## config.mk

```make
export PLATFORM = sky130hd
export DESIGN_NAME = websocket_frame_parser_unit
export DESIGN_NICKNAME = d
export VERILOG_FILES = /design/src/hdl/wsfp_pkg.sv /design/src/hdl/wsfp_front.sv /design/src/hdl/wsfp_queue.sv /design/src/hdl/wsfp_out.sv /design/src/hdl/websocket_frame_parser_unit.sv
export SDC_FILE = /design/constraint.sdc
export NUM_CORES = 1
export LEC_CHECK = 0
export BUFFER_PORTS_ARGS = -buffer_cell sky130_fd_sc_hd__buf_4
export CORE_AREA = 4 4 194 139
export CTS_BUF_LIST = sky130_fd_sc_hd__clkbuf_8
export DETAILED_ROUTE_END_ITERATION = 10
export DIE_AREA = 0 0 198 143
export HOLD_SLACK_MARGIN = 0.08
export PLACE_DENSITY = 0.89
export SLEW_MARGIN = 25
export SYNTH_ARGS = -nofsm -noshare
export SYNTH_HDL_FRONTEND = slang
export SYNTH_HIERARCHICAL = 1
export SYNTH_SLANG_ARGS = --single-unit
```

## constraint.sdc

```tcl
create_clock -name clk -period 15.2 [get_ports clk]
set_input_delay 0.76 -clock clk [delete_from_list [all_inputs] [get_ports clk]]
set_output_delay 0.76 -clock clk [all_outputs]
set_load 0.05 [all_outputs]
```

## src/hdl/wsfp_pkg.sv

```systemverilog
// ---------------------------------------------------------------------------
// wsfp_pkg
// Shared types and codes for the WebSocket frame parser: result kinds,
// error codes, frame opcodes and the result record passed between stages.
// ---------------------------------------------------------------------------
package wsfp_pkg;

  localparam logic [2:0] KIND_MSG        = 3'd0;
  localparam logic [2:0] KIND_PING_BYTE  = 3'd1;
  localparam logic [2:0] KIND_PING_EMPTY = 3'd2;
  localparam logic [2:0] KIND_CLOSE      = 3'd3;
  localparam logic [2:0] KIND_ERROR      = 3'd4;

  localparam logic [2:0] ERR_RSV         = 3'd0;
  localparam logic [2:0] ERR_MASKED      = 3'd1;
  localparam logic [2:0] ERR_TOO_LONG    = 3'd2;
  localparam logic [2:0] ERR_BAD_OPCODE  = 3'd3;
  localparam logic [2:0] ERR_BAD_CONTROL = 3'd4;
  localparam logic [2:0] ERR_CLOSE_ONE   = 3'd5;

  localparam logic [3:0] OP_CONT   = 4'd0;
  localparam logic [3:0] OP_TEXT   = 4'd1;
  localparam logic [3:0] OP_BINARY = 4'd2;
  localparam logic [3:0] OP_CLOSE  = 4'd8;
  localparam logic [3:0] OP_PING   = 4'd9;
  localparam logic [3:0] OP_PONG   = 4'd10;

  localparam logic [6:0] LEN_EXT16 = 7'd126;
  localparam logic [6:0] LEN_EXT64 = 7'd127;
  localparam logic [6:0] CTRL_MAX  = 7'd125;

  localparam logic [30:0] MAX_FRAME_RESET = 31'h7FFF_FFFF;

  typedef struct packed {
    logic [2:0]  kind;
    logic [7:0]  data_byte;
    logic        last;
    logic        is_binary;
    logic [15:0] close_code;
    logic        has_close_code;
    logic [2:0]  error_code;
  } wsfp_result_t;

endpackage

```

## src/hdl/wsfp_front.sv

```systemverilog
// ---------------------------------------------------------------------------
// wsfp_front
// Header walker: takes one received byte per transfer, tracks the frame
// header and payload, and produces at most one result record per byte.
// ---------------------------------------------------------------------------
module wsfp_front (
  input  logic                  clk,
  input  logic                  rst,
  input  logic                  in_accept,
  input  logic [7:0]            rx_byte,
  input  logic                  cfg_write,
  input  logic [30:0]           cfg_value,
  output logic                  push,
  output wsfp_pkg::wsfp_result_t push_data
);

  typedef enum logic [2:0] {
    PH_FLAGS,
    PH_LEN,
    PH_EXT,
    PH_BODY,
    PH_HALT
  } phase_t;

  phase_t      phase, phase_next;
  logic [30:0] max_frame_len;
  logic        fin_flag, fin_flag_next;
  logic [3:0]  frame_opcode, frame_opcode_next;
  logic        masked_flag, masked_flag_next;
  logic [3:0]  ext_len_left, ext_len_left_next;
  logic [3:0]  header_len, header_len_next;
  logic [63:0] payload_left, payload_left_next;
  logic [15:0] close_status, close_status_next;
  logic [1:0]  close_bytes_seen, close_bytes_seen_next;

  // Header-complete checks, evaluated on the candidate length and header size.
  logic [63:0] chk_len;
  logic [3:0]  chk_hlen;
  logic [31:0] chk_total;
  logic        chk_run;
  logic        opcode_ok;
  logic        is_ctrl;
  logic [63:0] body_dec;
  logic        body_end;

  function automatic logic chk_opcode_ok(input logic [3:0] op);
    logic ok;
    case (op)
      wsfp_pkg::OP_CONT, wsfp_pkg::OP_TEXT, wsfp_pkg::OP_BINARY,
      wsfp_pkg::OP_CLOSE, wsfp_pkg::OP_PING, wsfp_pkg::OP_PONG: ok = 1'b1;
      default: ok = 1'b0;
    endcase
    return ok;
  endfunction

  always_comb begin
    phase_next            = phase;
    fin_flag_next         = fin_flag;
    frame_opcode_next     = frame_opcode;
    masked_flag_next      = masked_flag;
    ext_len_left_next     = ext_len_left;
    header_len_next       = header_len;
    payload_left_next     = payload_left;
    close_status_next     = close_status;
    close_bytes_seen_next = close_bytes_seen;
    push                  = 1'b0;
    push_data             = '0;
    chk_len               = '0;
    chk_hlen              = '0;
    chk_run               = 1'b0;
    body_dec              = payload_left - 64'd1;
    body_end              = (body_dec == 64'd0);

    case (phase)
      PH_FLAGS: begin
        if ((rx_byte & 8'h70) != 8'h00) begin
          phase_next           = PH_HALT;
          push                 = 1'b1;
          push_data.kind       = wsfp_pkg::KIND_ERROR;
          push_data.error_code = wsfp_pkg::ERR_RSV;
        end else begin
          fin_flag_next     = rx_byte[7];
          frame_opcode_next = rx_byte[3:0];
          phase_next        = PH_LEN;
        end
      end
      PH_LEN: begin
        masked_flag_next = rx_byte[7];
        if (rx_byte[6:0] == wsfp_pkg::LEN_EXT16) begin
          ext_len_left_next = 4'd2;
          header_len_next   = 4'd4;
          payload_left_next = '0;
          phase_next        = PH_EXT;
        end else if (rx_byte[6:0] == wsfp_pkg::LEN_EXT64) begin
          ext_len_left_next = 4'd8;
          header_len_next   = 4'd10;
          payload_left_next = '0;
          phase_next        = PH_EXT;
        end else begin
          ext_len_left_next = 4'd0;
          header_len_next   = 4'd2;
          payload_left_next = {57'd0, rx_byte[6:0]};
          chk_len           = {57'd0, rx_byte[6:0]};
          chk_hlen          = 4'd2;
          chk_run           = 1'b1;
        end
      end
      PH_EXT: begin
        payload_left_next = {payload_left[55:0], rx_byte};
        ext_len_left_next = ext_len_left - 4'd1;
        if (ext_len_left == 4'd1) begin
          chk_len  = {payload_left[55:0], rx_byte};
          chk_hlen = header_len;
          chk_run  = 1'b1;
        end
      end
      PH_BODY: begin
        payload_left_next = body_dec;
        if (body_end) begin
          phase_next = PH_FLAGS;
        end
        if ((frame_opcode == wsfp_pkg::OP_TEXT || frame_opcode == wsfp_pkg::OP_BINARY)
            && fin_flag) begin
          push                = 1'b1;
          push_data.kind      = wsfp_pkg::KIND_MSG;
          push_data.data_byte = rx_byte;
          push_data.last      = body_end;
          push_data.is_binary = (frame_opcode == wsfp_pkg::OP_BINARY);
        end else if (frame_opcode == wsfp_pkg::OP_PING) begin
          push                = 1'b1;
          push_data.kind      = wsfp_pkg::KIND_PING_BYTE;
          push_data.data_byte = rx_byte;
          push_data.last      = body_end;
        end else if (frame_opcode == wsfp_pkg::OP_CLOSE) begin
          if (close_bytes_seen != 2'd2) begin
            close_status_next     = {close_status[7:0], rx_byte};
            close_bytes_seen_next = close_bytes_seen + 2'd1;
          end
          if (body_end) begin
            phase_next               = PH_HALT;
            push                     = 1'b1;
            push_data.kind           = wsfp_pkg::KIND_CLOSE;
            push_data.close_code     = close_status_next;
            push_data.has_close_code = 1'b1;
          end
        end
      end
      default: begin
        phase_next = PH_HALT;
      end
    endcase

    chk_total = {1'b0, chk_len[30:0]} + {28'd0, chk_hlen};
    opcode_ok = (chk_opcode_ok(frame_opcode));
    is_ctrl   = (frame_opcode == wsfp_pkg::OP_PING) || (frame_opcode == wsfp_pkg::OP_PONG);

    if (chk_run) begin
      if (chk_len[63] && (chk_len[62:0] != 63'd0)) begin
        phase_next           = PH_HALT;
        push                 = 1'b1;
        push_data.kind       = wsfp_pkg::KIND_ERROR;
        push_data.error_code = wsfp_pkg::ERR_TOO_LONG;
      end else if (masked_flag_next) begin
        phase_next           = PH_HALT;
        push                 = 1'b1;
        push_data.kind       = wsfp_pkg::KIND_ERROR;
        push_data.error_code = wsfp_pkg::ERR_MASKED;
      end else if ((chk_len[63:31] != 33'd0) || (chk_total > {1'b0, max_frame_len})) begin
        phase_next           = PH_HALT;
        push                 = 1'b1;
        push_data.kind       = wsfp_pkg::KIND_ERROR;
        push_data.error_code = wsfp_pkg::ERR_TOO_LONG;
      end else if (!opcode_ok) begin
        phase_next           = PH_HALT;
        push                 = 1'b1;
        push_data.kind       = wsfp_pkg::KIND_ERROR;
        push_data.error_code = wsfp_pkg::ERR_BAD_OPCODE;
      end else if (is_ctrl && (!fin_flag || (chk_len[30:7] != 24'd0)
                               || (chk_len[6:0] > wsfp_pkg::CTRL_MAX))) begin
        phase_next           = PH_HALT;
        push                 = 1'b1;
        push_data.kind       = wsfp_pkg::KIND_ERROR;
        push_data.error_code = wsfp_pkg::ERR_BAD_CONTROL;
      end else if ((frame_opcode == wsfp_pkg::OP_CLOSE) && (chk_len[30:0] == 31'd1)) begin
        phase_next           = PH_HALT;
        push                 = 1'b1;
        push_data.kind       = wsfp_pkg::KIND_ERROR;
        push_data.error_code = wsfp_pkg::ERR_CLOSE_ONE;
      end else begin
        close_status_next     = '0;
        close_bytes_seen_next = '0;
        if (chk_len[30:0] != 31'd0) begin
          phase_next = PH_BODY;
        end else if (frame_opcode == wsfp_pkg::OP_CLOSE) begin
          phase_next     = PH_HALT;
          push           = 1'b1;
          push_data.kind = wsfp_pkg::KIND_CLOSE;
        end else begin
          phase_next = PH_FLAGS;
          if (frame_opcode == wsfp_pkg::OP_PING) begin
            push           = 1'b1;
            push_data.kind = wsfp_pkg::KIND_PING_EMPTY;
          end
        end
      end
    end

    if (!in_accept) begin
      push = 1'b0;
    end
  end

  always_ff @(posedge clk) begin
    if (rst) begin
      phase            <= PH_FLAGS;
      max_frame_len    <= wsfp_pkg::MAX_FRAME_RESET;
      fin_flag         <= 1'b0;
      frame_opcode     <= '0;
      masked_flag      <= 1'b0;
      ext_len_left     <= '0;
      header_len       <= '0;
      payload_left     <= '0;
      close_status     <= '0;
      close_bytes_seen <= '0;
    end else begin
      if (cfg_write) begin
        max_frame_len <= cfg_value;
      end
      if (in_accept) begin
        phase            <= phase_next;
        fin_flag         <= fin_flag_next;
        frame_opcode     <= frame_opcode_next;
        masked_flag      <= masked_flag_next;
        ext_len_left     <= ext_len_left_next;
        header_len       <= header_len_next;
        payload_left     <= payload_left_next;
        close_status     <= close_status_next;
        close_bytes_seen <= close_bytes_seen_next;
      end
    end
  end

endmodule

```

## src/hdl/wsfp_queue.sv

```systemverilog
// ---------------------------------------------------------------------------
// wsfp_queue
// Short result queue between the header walker and the output stage.
// ---------------------------------------------------------------------------
module wsfp_queue #(
  parameter int DEPTH = 4
) (
  input  logic                   clk,
  input  logic                   rst,
  input  logic                   push,
  input  wsfp_pkg::wsfp_result_t push_data,
  input  logic                   pop,
  output logic                   has_room,
  output logic                   not_empty,
  output wsfp_pkg::wsfp_result_t head
);

  localparam int PW = $clog2(DEPTH);
  localparam int CW = $clog2(DEPTH + 1);
  localparam logic [PW-1:0] LAST_SLOT = PW'(DEPTH - 1);
  localparam logic [CW-1:0] FULL_CNT  = CW'(DEPTH);

  wsfp_pkg::wsfp_result_t slots [DEPTH];
  logic [PW-1:0] wr_ptr;
  logic [PW-1:0] rd_ptr;
  logic [CW-1:0] count;
  logic          do_push;
  logic          do_pop;

  assign has_room  = (count != FULL_CNT);
  assign not_empty = (count != '0);
  assign head      = slots[rd_ptr];
  assign do_push   = push && has_room;
  assign do_pop    = pop && not_empty;

  always_ff @(posedge clk) begin
    if (do_push) begin
      slots[wr_ptr] <= push_data;
    end
  end

  always_ff @(posedge clk) begin
    if (rst) begin
      wr_ptr <= '0;
      rd_ptr <= '0;
      count  <= '0;
    end else begin
      if (do_push) begin
        wr_ptr <= (wr_ptr == LAST_SLOT) ? '0 : wr_ptr + PW'(1);
      end
      if (do_pop) begin
        rd_ptr <= (rd_ptr == LAST_SLOT) ? '0 : rd_ptr + PW'(1);
      end
      case ({do_push, do_pop})
        2'b10:   count <= count + CW'(1);
        2'b01:   count <= count - CW'(1);
        default: count <= count;
      endcase
    end
  end

endmodule

```

## src/hdl/wsfp_out.sv

```systemverilog
// ---------------------------------------------------------------------------
// wsfp_out
// Output register: takes records from the queue and presents them on the
// master stream, packed into tdata, tuser and tlast.
// ---------------------------------------------------------------------------
module wsfp_out (
  input  logic                   clk,
  input  logic                   rst,
  input  logic                   q_valid,
  input  wsfp_pkg::wsfp_result_t q_head,
  output logic                   q_pop,
  output logic                   m_axis_tvalid,
  input  logic                   m_axis_tready,
  output logic [31:0]            m_axis_tdata,
  output logic [7:0]             m_axis_tuser,
  output logic                   m_axis_tlast
);

  assign q_pop = q_valid && (!m_axis_tvalid || m_axis_tready);

  always_ff @(posedge clk) begin
    if (rst) begin
      m_axis_tvalid <= 1'b0;
    end else if (!m_axis_tvalid || m_axis_tready) begin
      m_axis_tvalid <= q_valid;
    end
  end

  always_ff @(posedge clk) begin
    if (q_pop) begin
      m_axis_tdata <= {5'd0, q_head.error_code, q_head.close_code, q_head.data_byte};
      m_axis_tuser <= {3'd0, q_head.has_close_code, q_head.is_binary, q_head.kind};
      m_axis_tlast <= q_head.last;
    end
  end

endmodule

```

## src/hdl/websocket_frame_parser_unit.sv

```systemverilog
// ---------------------------------------------------------------------------
// websocket_frame_parser_unit
// Client-side WebSocket deframer: walks server frame headers byte by byte,
// passes unfragmented message and ping payload, reports close and protocol errors.
// ---------------------------------------------------------------------------
//
//  Channel    Direction  Payload                         Transfer when
//  s_axis     in         rx_byte (8 bit)                 s_axis_tvalid & s_axis_tready
//  m_axis     out        one result record               m_axis_tvalid & m_axis_tready
//  cfg        in         max_frame_len (31 bit)          cfg_valid & cfg_ready
//
//  The header walker handles each byte as it is accepted, so a new byte can be
//  accepted in every cycle while the queue has room; the sustained rate is one
//  byte per clock while m_axis does not stall. A byte's result is written into
//  the queue when the byte is taken; the output register then loads it from
//  the queue, and it transfers on m_axis from there. Reset (rst, synchronous)
//  empties the queue and returns the walker to the first header byte with the
//  frame limit at its maximum. A stall on m_axis holds one record in the
//  output register and then fills the queue (QUEUE_DEPTH more records);
//  s_axis_tready drops only when the queue is full. cfg_ready is always high.
//
//  The block is split into a front end (header walker, wsfp_front), a short
//  record queue (wsfp_queue) and a back end (output register, wsfp_out), so
//  input and output can stall independently. After a close or an error has
//  been reported, the walker keeps accepting bytes but produces nothing more
//  until reset.
// ---------------------------------------------------------------------------
module websocket_frame_parser_unit #(
  parameter int QUEUE_DEPTH = 4
) (
  input  logic        clk,
  input  logic        rst,
  // Received byte stream.
  input  logic        s_axis_tvalid,
  output logic        s_axis_tready,
  input  logic [7:0]  s_axis_tdata,   // [7:0] rx_byte
  // Result stream.
  output logic        m_axis_tvalid,
  input  logic        m_axis_tready,
  output logic [31:0] m_axis_tdata,   // [7:0] data_byte, [23:8] close_code,
                                      // [26:24] error_code, [31:27] zero
  output logic [7:0]  m_axis_tuser,   // [2:0] kind, [3] is_binary,
                                      // [4] has_close_code, [7:5] zero
  output logic        m_axis_tlast,   // last
  // Frame size limit register.
  input  logic        cfg_valid,
  output logic        cfg_ready,
  input  logic [30:0] cfg_data        // max_frame_len
);

  logic                   in_accept;
  logic                   push;
  wsfp_pkg::wsfp_result_t push_data;
  logic                   q_room;
  logic                   q_valid;
  logic                   q_pop;
  wsfp_pkg::wsfp_result_t q_head;

  // The walker never emits more than one record per byte, so a free queue
  // slot is all that is needed to take the next byte.
  assign s_axis_tready = q_room;
  assign in_accept     = s_axis_tvalid && s_axis_tready;
  assign cfg_ready     = 1'b1;

  wsfp_front u_front (
    .clk       (clk),
    .rst       (rst),
    .in_accept (in_accept),
    .rx_byte   (s_axis_tdata),
    .cfg_write (cfg_valid && cfg_ready),
    .cfg_value (cfg_data),
    .push      (push),
    .push_data (push_data)
  );

  wsfp_queue #(
    .DEPTH (QUEUE_DEPTH)
  ) u_queue (
    .clk       (clk),
    .rst       (rst),
    .push      (push),
    .push_data (push_data),
    .pop       (q_pop),
    .has_room  (q_room),
    .not_empty (q_valid),
    .head      (q_head)
  );

  wsfp_out u_out (
    .clk           (clk),
    .rst           (rst),
    .q_valid       (q_valid),
    .q_head        (q_head),
    .q_pop         (q_pop),
    .m_axis_tvalid (m_axis_tvalid),
    .m_axis_tready (m_axis_tready),
    .m_axis_tdata  (m_axis_tdata),
    .m_axis_tuser  (m_axis_tuser),
    .m_axis_tlast  (m_axis_tlast)
  );

endmodule

```

# --- Yosys cells after proc, flatten, opt, wreduce, memory -nomap -nowiden ---
# Memory sizes are Yosys's and may differ from the RTL's. A register that Yosys moved wholly into a read port is not among the register bits.
# Index checks and enable logic that the tools add are counted.
totals:
  regBits: 138
  latch_bits: 0
  ramBits: 132
  mem_bits_ro: 0
  input_bits: 44
  output_inout_bits: 44
  word_cells: 194
  n_memories: 1
memory_table:
  columns: ["memory", "words", "width", "rd", "rd_ports_with_merged_regs", "write_ports", "line_no", "rtl"]
  rows:
  - ["u_queue.slots", 4, 33, 1, 1, 1, "wsfp_queue.sv:23", "wsfp_pkg::wsfp_result_t slots [DEPTH];"]
op_classes:
  addsub: 8
  multipliers: 0
  n_div: 0
  magnitude_cmp: 2
  n_eq_ne: 20
  shift: 0
  n_mux: 114
  bitwise_logic: 1
  reduce_logical: 34
op_table:
  columns: ["operator", "count"]
  rows:
  - ["$mux W16", 12]
  - ["$pmux W64 S3", 1]
  - ["$mux W64", 2]
  - ["$pmux W64 S2", 1]
  - ["$mux W3", 37]
  - ["$mux W17", 4]
  - ["$logic_not A64 Y1", 1]
  - ["$sub A64 B1 Y64 const B", 1]
  - ["$reduce_bool A63 Y1", 1]
  - ["$reduce_bool A33 Y1", 1]
  - ["$add A31 B4 Y32", 1]
  - ["$gt A32 B31 Y1", 1]
  - ["$mux W2", 16]
  - ["$eq A31 B1 Y1 const B", 1]
  - ["$reduce_bool A31 Y1", 1]
  - ["$mux W27", 1]
  - ["$mux W1", 24]
  - ["$mux W4", 6]
  - ["$reduce_bool A24 Y1", 1]
  - ["$pmux W4 S2", 2]
  - ["$eq A7 B7 Y1 const B", 2]
  - ["$eq A4 B4 Y1 const B", 3]
  - ["$mux W12", 1]
  - ["$pmux W3 S2", 2]
  - ["other kinds (31)", 56]

# --- Longest topological paths before layout ---
logic_depth:
  depth_word: 21
  ltp_mapped: 34
  mapped_depth_nobuf: 33

# --- Cells and area by module ---
# Netlist, hierarchy kept.
by_module_without_submodules:
  columns: ["mod", "instances", "cells_each", "area_each_um2", "seq_area_each_um2"]
  rows:
  - ["wsfp_front", 1, 1327, 9760.6, 2582.5]
  - ["wsfp_queue", 1, 225, 5251.3, 4144.0]
  - ["wsfp_out", 1, 47, 1109.8, 1011.0]
  - ["websocket_frame_parser_unit", 1, 3, 17.5, 0.0]

# --- Worst setup path before layout ---
# OpenSTA, ideal clock, no wires.
synth_timing:
  path_kind: "input to register"
  start: "input port s_axis_tdata[1]"
  end: "register u_queue.count[2]"
  setup_time_ps: 70
  t_arrival_ps: 7053
  t_required_ps: 15130
  setup_slack_ps: 8077
  path_stages: 32
  n_path_buf: 1
  cell_sequence: "clkbuf_1 nand3_1 o21ai_0 nand2_1 and2_1 ha_1 a21o_1 a21oi_1 nor3_1 and3_1 nand3_1 nor4_1 nand2_1 xnor2_1 nor2_1 ha_1 a211oi_1 nor3b_1 nor4_1 nand2_1 o31ai_1 nand3_1 o31a_1 nor3_1 a31oi_1 nand2_2 ha_1 inv_1 fa_1 xor2_1 or3_2 a21oi_1"
synth_between:
  elab_chain_len: 17
synth_rtl:
  columns: ["element", "line_no", "rtl"]
  rows:
  - ["from (decl)", "websocket_frame_parser_unit.sv:36", "input logic [7:0] s_axis_tdata,"]
  - ["branches (longest 12 deep; another with $add A31 B4 Y32)", null, null]
  - ["$mux W1 *", "wsfp_front.sv:157", "if (chk_run) begin"]
  - ["$mux W1 *", "wsfp_front.sv:208", "if (!in_accept) begin"]
  - ["via push", "websocket_frame_parser_unit.sv:52", "logic push;"]
  - ["$logic_and A1 B1 Y1 *", "wsfp_queue.sv:33", "assign do_push = push && has_room;"]
  - ["$eq A2 B1 Y1 or $eq A2 B2 Y1 (tied branches)", "wsfp_queue.sv:54", "case ({do_push, do_pop})"]
  - ["$pmux W3 S2 or $reduce_bool A2 Y1 (tied branches)", null, null]
  - ["to (signal assigned)", "wsfp_queue.sv:55", "2'b10: count <= count + CW'(1);"]
  - ["to (signal assigned)", "wsfp_queue.sv:56", "2'b01: count <= count - CW'(1);"]
  - ["to (signal assigned)", "wsfp_queue.sv:57", "default: count <= count;"]
  - ["to (decl)", "wsfp_queue.sv:26", "logic [CW-1:0] count;"]
# Mark *: on every way through the listed nets, which the timed path passes.
# A chain may end at the register's enable or synchronous reset.

# --- Worst setup path after layout ---
layout_timing:
  start: "register u_front.phase[1]"
  end: "register u_queue.count[2]"
layout_between:
  elab_chain_len: 16
layout_rtl:
  columns: ["element", "line_no", "rtl"]
  rows:
  - ["from (decl)", "wsfp_front.sv:25", "phase_t phase, phase_next;"]
  - ["from (signal assigned)", "wsfp_front.sv:230", "phase <= phase_next;"]
  - ["branches (longest 11 deep; another with $add A31 B4 Y32)", null, null]
  - ["$mux W1 *", "wsfp_front.sv:157", null]
  - ["$mux W1 *", "wsfp_front.sv:208", null]
  - ["via push", "websocket_frame_parser_unit.sv:52", null]
  - ["$logic_and A1 B1 Y1 *", "wsfp_queue.sv:33", null]
  - ["$eq A2 B1 Y1 or $eq A2 B2 Y1 (tied branches)", "wsfp_queue.sv:54", null]
  - ["$pmux W3 S2 or $reduce_bool A2 Y1 (tied branches)", null, null]
# Marked as above.

==> flow_summary.yaml <==
run_status:
  status: "completed"
cells_and_area:
  final_layout_size_suffix_gt1_frac: 0.161
  finish.net_count: 1710
  antenna_cells: 0
  utilization: 0.697
  flow.area_growth_from_synthesis_pct: 9.02
placed_design:
  dp_hpwl_um: 28200
  port_buffers: 78
  gp_congestion: 0.988
detailed_routing:
  drt-met1-wl_um: 18000
  ant_nets: 0
  drc_errors: 0
  wire_per_inst_um: 21.7
  avgViaCountPerCell: 6.66
  drt-pass1-iter-count: 6
  uppermost_signal_routing_layer_after_detailed_routing: "met4"
  routed-wl-met2_um: 18400
  num_vias: 13200
  drt_iter0_markers: 1980
  total_length_of_routed_met3_wires_um: 5580
  totalWireLength_um: 43100
timing:
  tightestPinTransition_ns: 1.05
  timing.final.crit_share: 0.580
  skew_ns: 0.0125
  max_freq_mhz: 113
  slew_viol_final: 0
  grt_setup_unrepaired: "no"
  setup-tns-final_ns: 0
  timing_hold_violations_final: 0
  max-slew-margin-rel: 0.301
  post-route-min-period_ns: 8.81
  finalSetupViolCount: 0
  fin_hold_ws_ns: 0.407
floorplanning:
  core.rowCount: 49
  ioPinCount: 88
  fp.coreArea_um2: 25300
  fp.dieH_um: 143
  effective_utilization_at_floorplan: 0.639
  design.die.area_um2: 28300
  die-width_um: 198
yosys:
  postSynthAreaPerCell_um2: 10.1
  asr_flop_ratio_synth: 0
  synth-warning-count: 6
  synthCells: 1602
  ys.flop_type: "sky130_fd_sc_hd__edfxtp_1"
  synth.yosys.seq_area_share: 0.479
  synth_cell_types: 88
  synth.cell_area_um2: 16100
  synth_edf_count: 165
  ys_seq_elements: 304
hold_path:
  hold_path_startpoint: "cfg_data[19]"
  min_delay_path_depth: 3
  min_to: "u_front/max_frame_len[19]"
  hold_path_class: "input pin to flip-flop"
job:
  number_of_maximum_capacitance_constraint_violations: 0
clock_network:
  htree_levels: 2
  post_cts_resize_count: 0
  cts.clk_slew.worst_paths_ns: 0.06
  post-cts-setup-buffers: 0
  clk_root_buffer_cell: "sky130_fd_sc_hd__clkbuf_8"
  cts_buffer_depth: 3
  holdBufCountCts: 0
  cts_made_buffers: 47
  tritoncts: "built"
  clk-insertion-delay-late_ns: 0.58
  tritoncts_num_sinks: 304
critical_path:
  critPathMaxStageDelay_ns: 0.59
  arrival_ns: 9.30
  timing.setup.critical_path_class: "flip-flop to flip-flop"
  r2r_cells: 30
  worst_path_max_delay_cell: "sky130_fd_sc_hd__o31ai_1"
  reg2reg_setup_slack_ns: 6.39
  worst_setup_path_start_kind: "flip-flop"
  regToRegEndpoint: "u_queue/count[2]"
  critical-path-top-delay-family: "simple AND/OR/NAND/NOR gates"
  crit_fanout: 20
  critical_path.endpoint_type: "flip-flop"
  startpoint_of_the_lowest_slack_register_to_register_path: "u_front/phase[1]"
  cp.depth: 30
  critPathRequiredTime_ns: 15.69
  buffers_plus_inverters_on_the_worst_setup_path: 2
grt:
  global_route.overflow_total: 0
  grt_antenna_before_repair: 0
  grt_pass1_wl_um: 67000
  grt_pass1_vias: 12300
  grt_max_degree: 90
  globalRouteTotalUtil: 0.295
power:
  power.ir.vdd_worst_v: 0.000125
  powerDensity_nw_per_um2: 142
  fin_total_pwr_mw: 2.50
  total_leakage_power_nw: 6.60
[metal layers]
layer / up-vias / GRT usage
li1: 5937 / -
met1: 6279 / 0.454
met2: 910 / 0.422
met3: 103 / 0.0653
met4: 0 / 0.0826
met5: - / 0
[layout make-up]
class | count | area (µm²)
Timing Repair Buffer | 90 | 676
Inverter | 65 | 244
Clock inverter | 26 | 125
Sequential cell | 304 | 7740
Clock buffer | 60 | 826
Multi-Input combinational cell | 1110 | 7570
Fill cell | 1794 | 7660
Tap cell | 331 | 414
[synth_stat cells (7+ instances only)]
cell type                  number  area, µm²
sky130_fd_sc_hd__a211oi_1      16        120
sky130_fd_sc_hd__a21oi_1       85        425
sky130_fd_sc_hd__a221oi_1      13        114
sky130_fd_sc_hd__a22o_1        11       96.3
sky130_fd_sc_hd__a22oi_1       22        165
sky130_fd_sc_hd__and2_1        18        113
sky130_fd_sc_hd__and3_1        17        106
sky130_fd_sc_hd__buf_1         11       41.3
sky130_fd_sc_hd__buf_2         21        105
sky130_fd_sc_hd__buf_4         14        105
sky130_fd_sc_hd__buf_6          9        101
sky130_fd_sc_hd__clkbuf_1      75        282
sky130_fd_sc_hd__dfxtp_1      139       2780
sky130_fd_sc_hd__edfxtp_1     165       4950
sky130_fd_sc_hd__ha_1          46        576
sky130_fd_sc_hd__inv_1         65        244
sky130_fd_sc_hd__mux2i_1       25        250
sky130_fd_sc_hd__mux4_2        33        743
sky130_fd_sc_hd__nand2_1      133        499
sky130_fd_sc_hd__nand2b_1       7       43.8
sky130_fd_sc_hd__nand3_1       34        170
sky130_fd_sc_hd__nand4_1       31        194
sky130_fd_sc_hd__nor2_1       168        631
sky130_fd_sc_hd__nor2_2        10       62.6
sky130_fd_sc_hd__nor2b_1        8       50.1
sky130_fd_sc_hd__nor3_1        54        270
sky130_fd_sc_hd__nor4_1        42        263
sky130_fd_sc_hd__o211ai_1      34        255
sky130_fd_sc_hd__o21ai_0       71        355
sky130_fd_sc_hd__o31ai_1       11       82.6
sky130_fd_sc_hd__or3_1         17        106
sky130_fd_sc_hd__or4_1          9       67.6
sky130_fd_sc_hd__xnor2_1       28        245
sky130_fd_sc_hd__xor2_1        27        236
[state kept, by name, summed over array words and instances, names as in the netlist, named ones only]
register,flops
u_front/payload_left,64
u_front/fin_flag,1
u_out/m_axis_tdata,27
u_front/max_frame_len,31
u_queue/count,3
u_front/masked_flag,1
u_front/header_len,3
u_front/frame_opcode,4
u_out/m_axis_tlast,1
u_out/m_axis_tuser,5
u_front/close_bytes_seen,2
u_out/m_axis_tvalid,1
u_front/ext_len_left,4
u_queue/wr_ptr,2
u_queue/slots,132
u_queue/rd_ptr,2
u_front/phase,3
u_front/close_status,16
[stage by stage]
step / std cells / setup slack [ns] / cell area, µm²
finish: 1986 / 6.39 / 17600
global route: 1986 / 5.83 / 17600
CTS: 1986 / 6.55 / 17600
detailed placement: 1900 / 6.66 / 16600
global placement: 1900 / 7.12 / 16600
floorplan: 1609 / 8.08 / 16200
[report_power, final]
group | internal (mW) | total (mW) | switching, mW
clock network | 0.357 | 0.685 | 0.328
registers | 0.973 | 1.03 | 0.0549
logic | 0.250 | 0.789 | 0.539
[how the worst max path moves through the flow]
stage,start,to
2_1_floorplan,s_axis_tdata[1],u_queue/count[2]
3_3_place_gp,u_front/phase[1],u_queue/count[2]
3_5_place_dp,u_front/phase[1],u_queue/count[2]
4_1_cts,u_front/phase[1],u_queue/count[2]
5_1_grt,u_front/phase[1],u_queue/count[2]
6_report,u_front/phase[1],u_queue/count[2]
[cell families (layout without fill, tap and decap cells)]
group           Yosys count  in the layout  share of synthesized area
simple gates            614            614                      0.202
compound gates          325            325                      0.134
flops                   304            304                      0.479
buf+inv                 195            241                     0.0544
mux                      59             59                     0.0623
xor+xnor                 55             55                     0.0298
fa+ha+maj                48             48                     0.0381
other cells               2              9                   0.000465
[placed cells by master (no fill, tap or decap), drive strengths merged, types with 16 or more instances in the layout]
cell    netlist  routed
nand2       136     136
a22oi        22      22
nor4         47      47
o21ai        75      75
or3          21      21
a211oi       16      16
clkbuf       75      60
mux2i        25      25
and2         20      20
nor2        178     178
nand3        34      34
mux4         33      33
nand4        34      34
o211ai       35      35
edfxtp      165     165
buf          55      90
a22o         17      17
ha           46      46
xnor2        28      28
inv          65      83
a21oi        87      87
and3         20      20
nor3         63      63
dfxtp       139     139
xor2         27      27
[worst reg2reg max path: cells and delay by family (launching register included)]
family                   cells  cell delay [ns]
AND/OR/NAND/NOR             15             4.37
AO/OA/AOI/OAI                7             2.07
buffers and inverters        2             0.14
flip-flops                   1             0.54
XOR/XNOR                     1             0.18
adder cells (fa/ha/maj)      5             1.45
No activity file was read; power rests on OpenSTA's default activity.
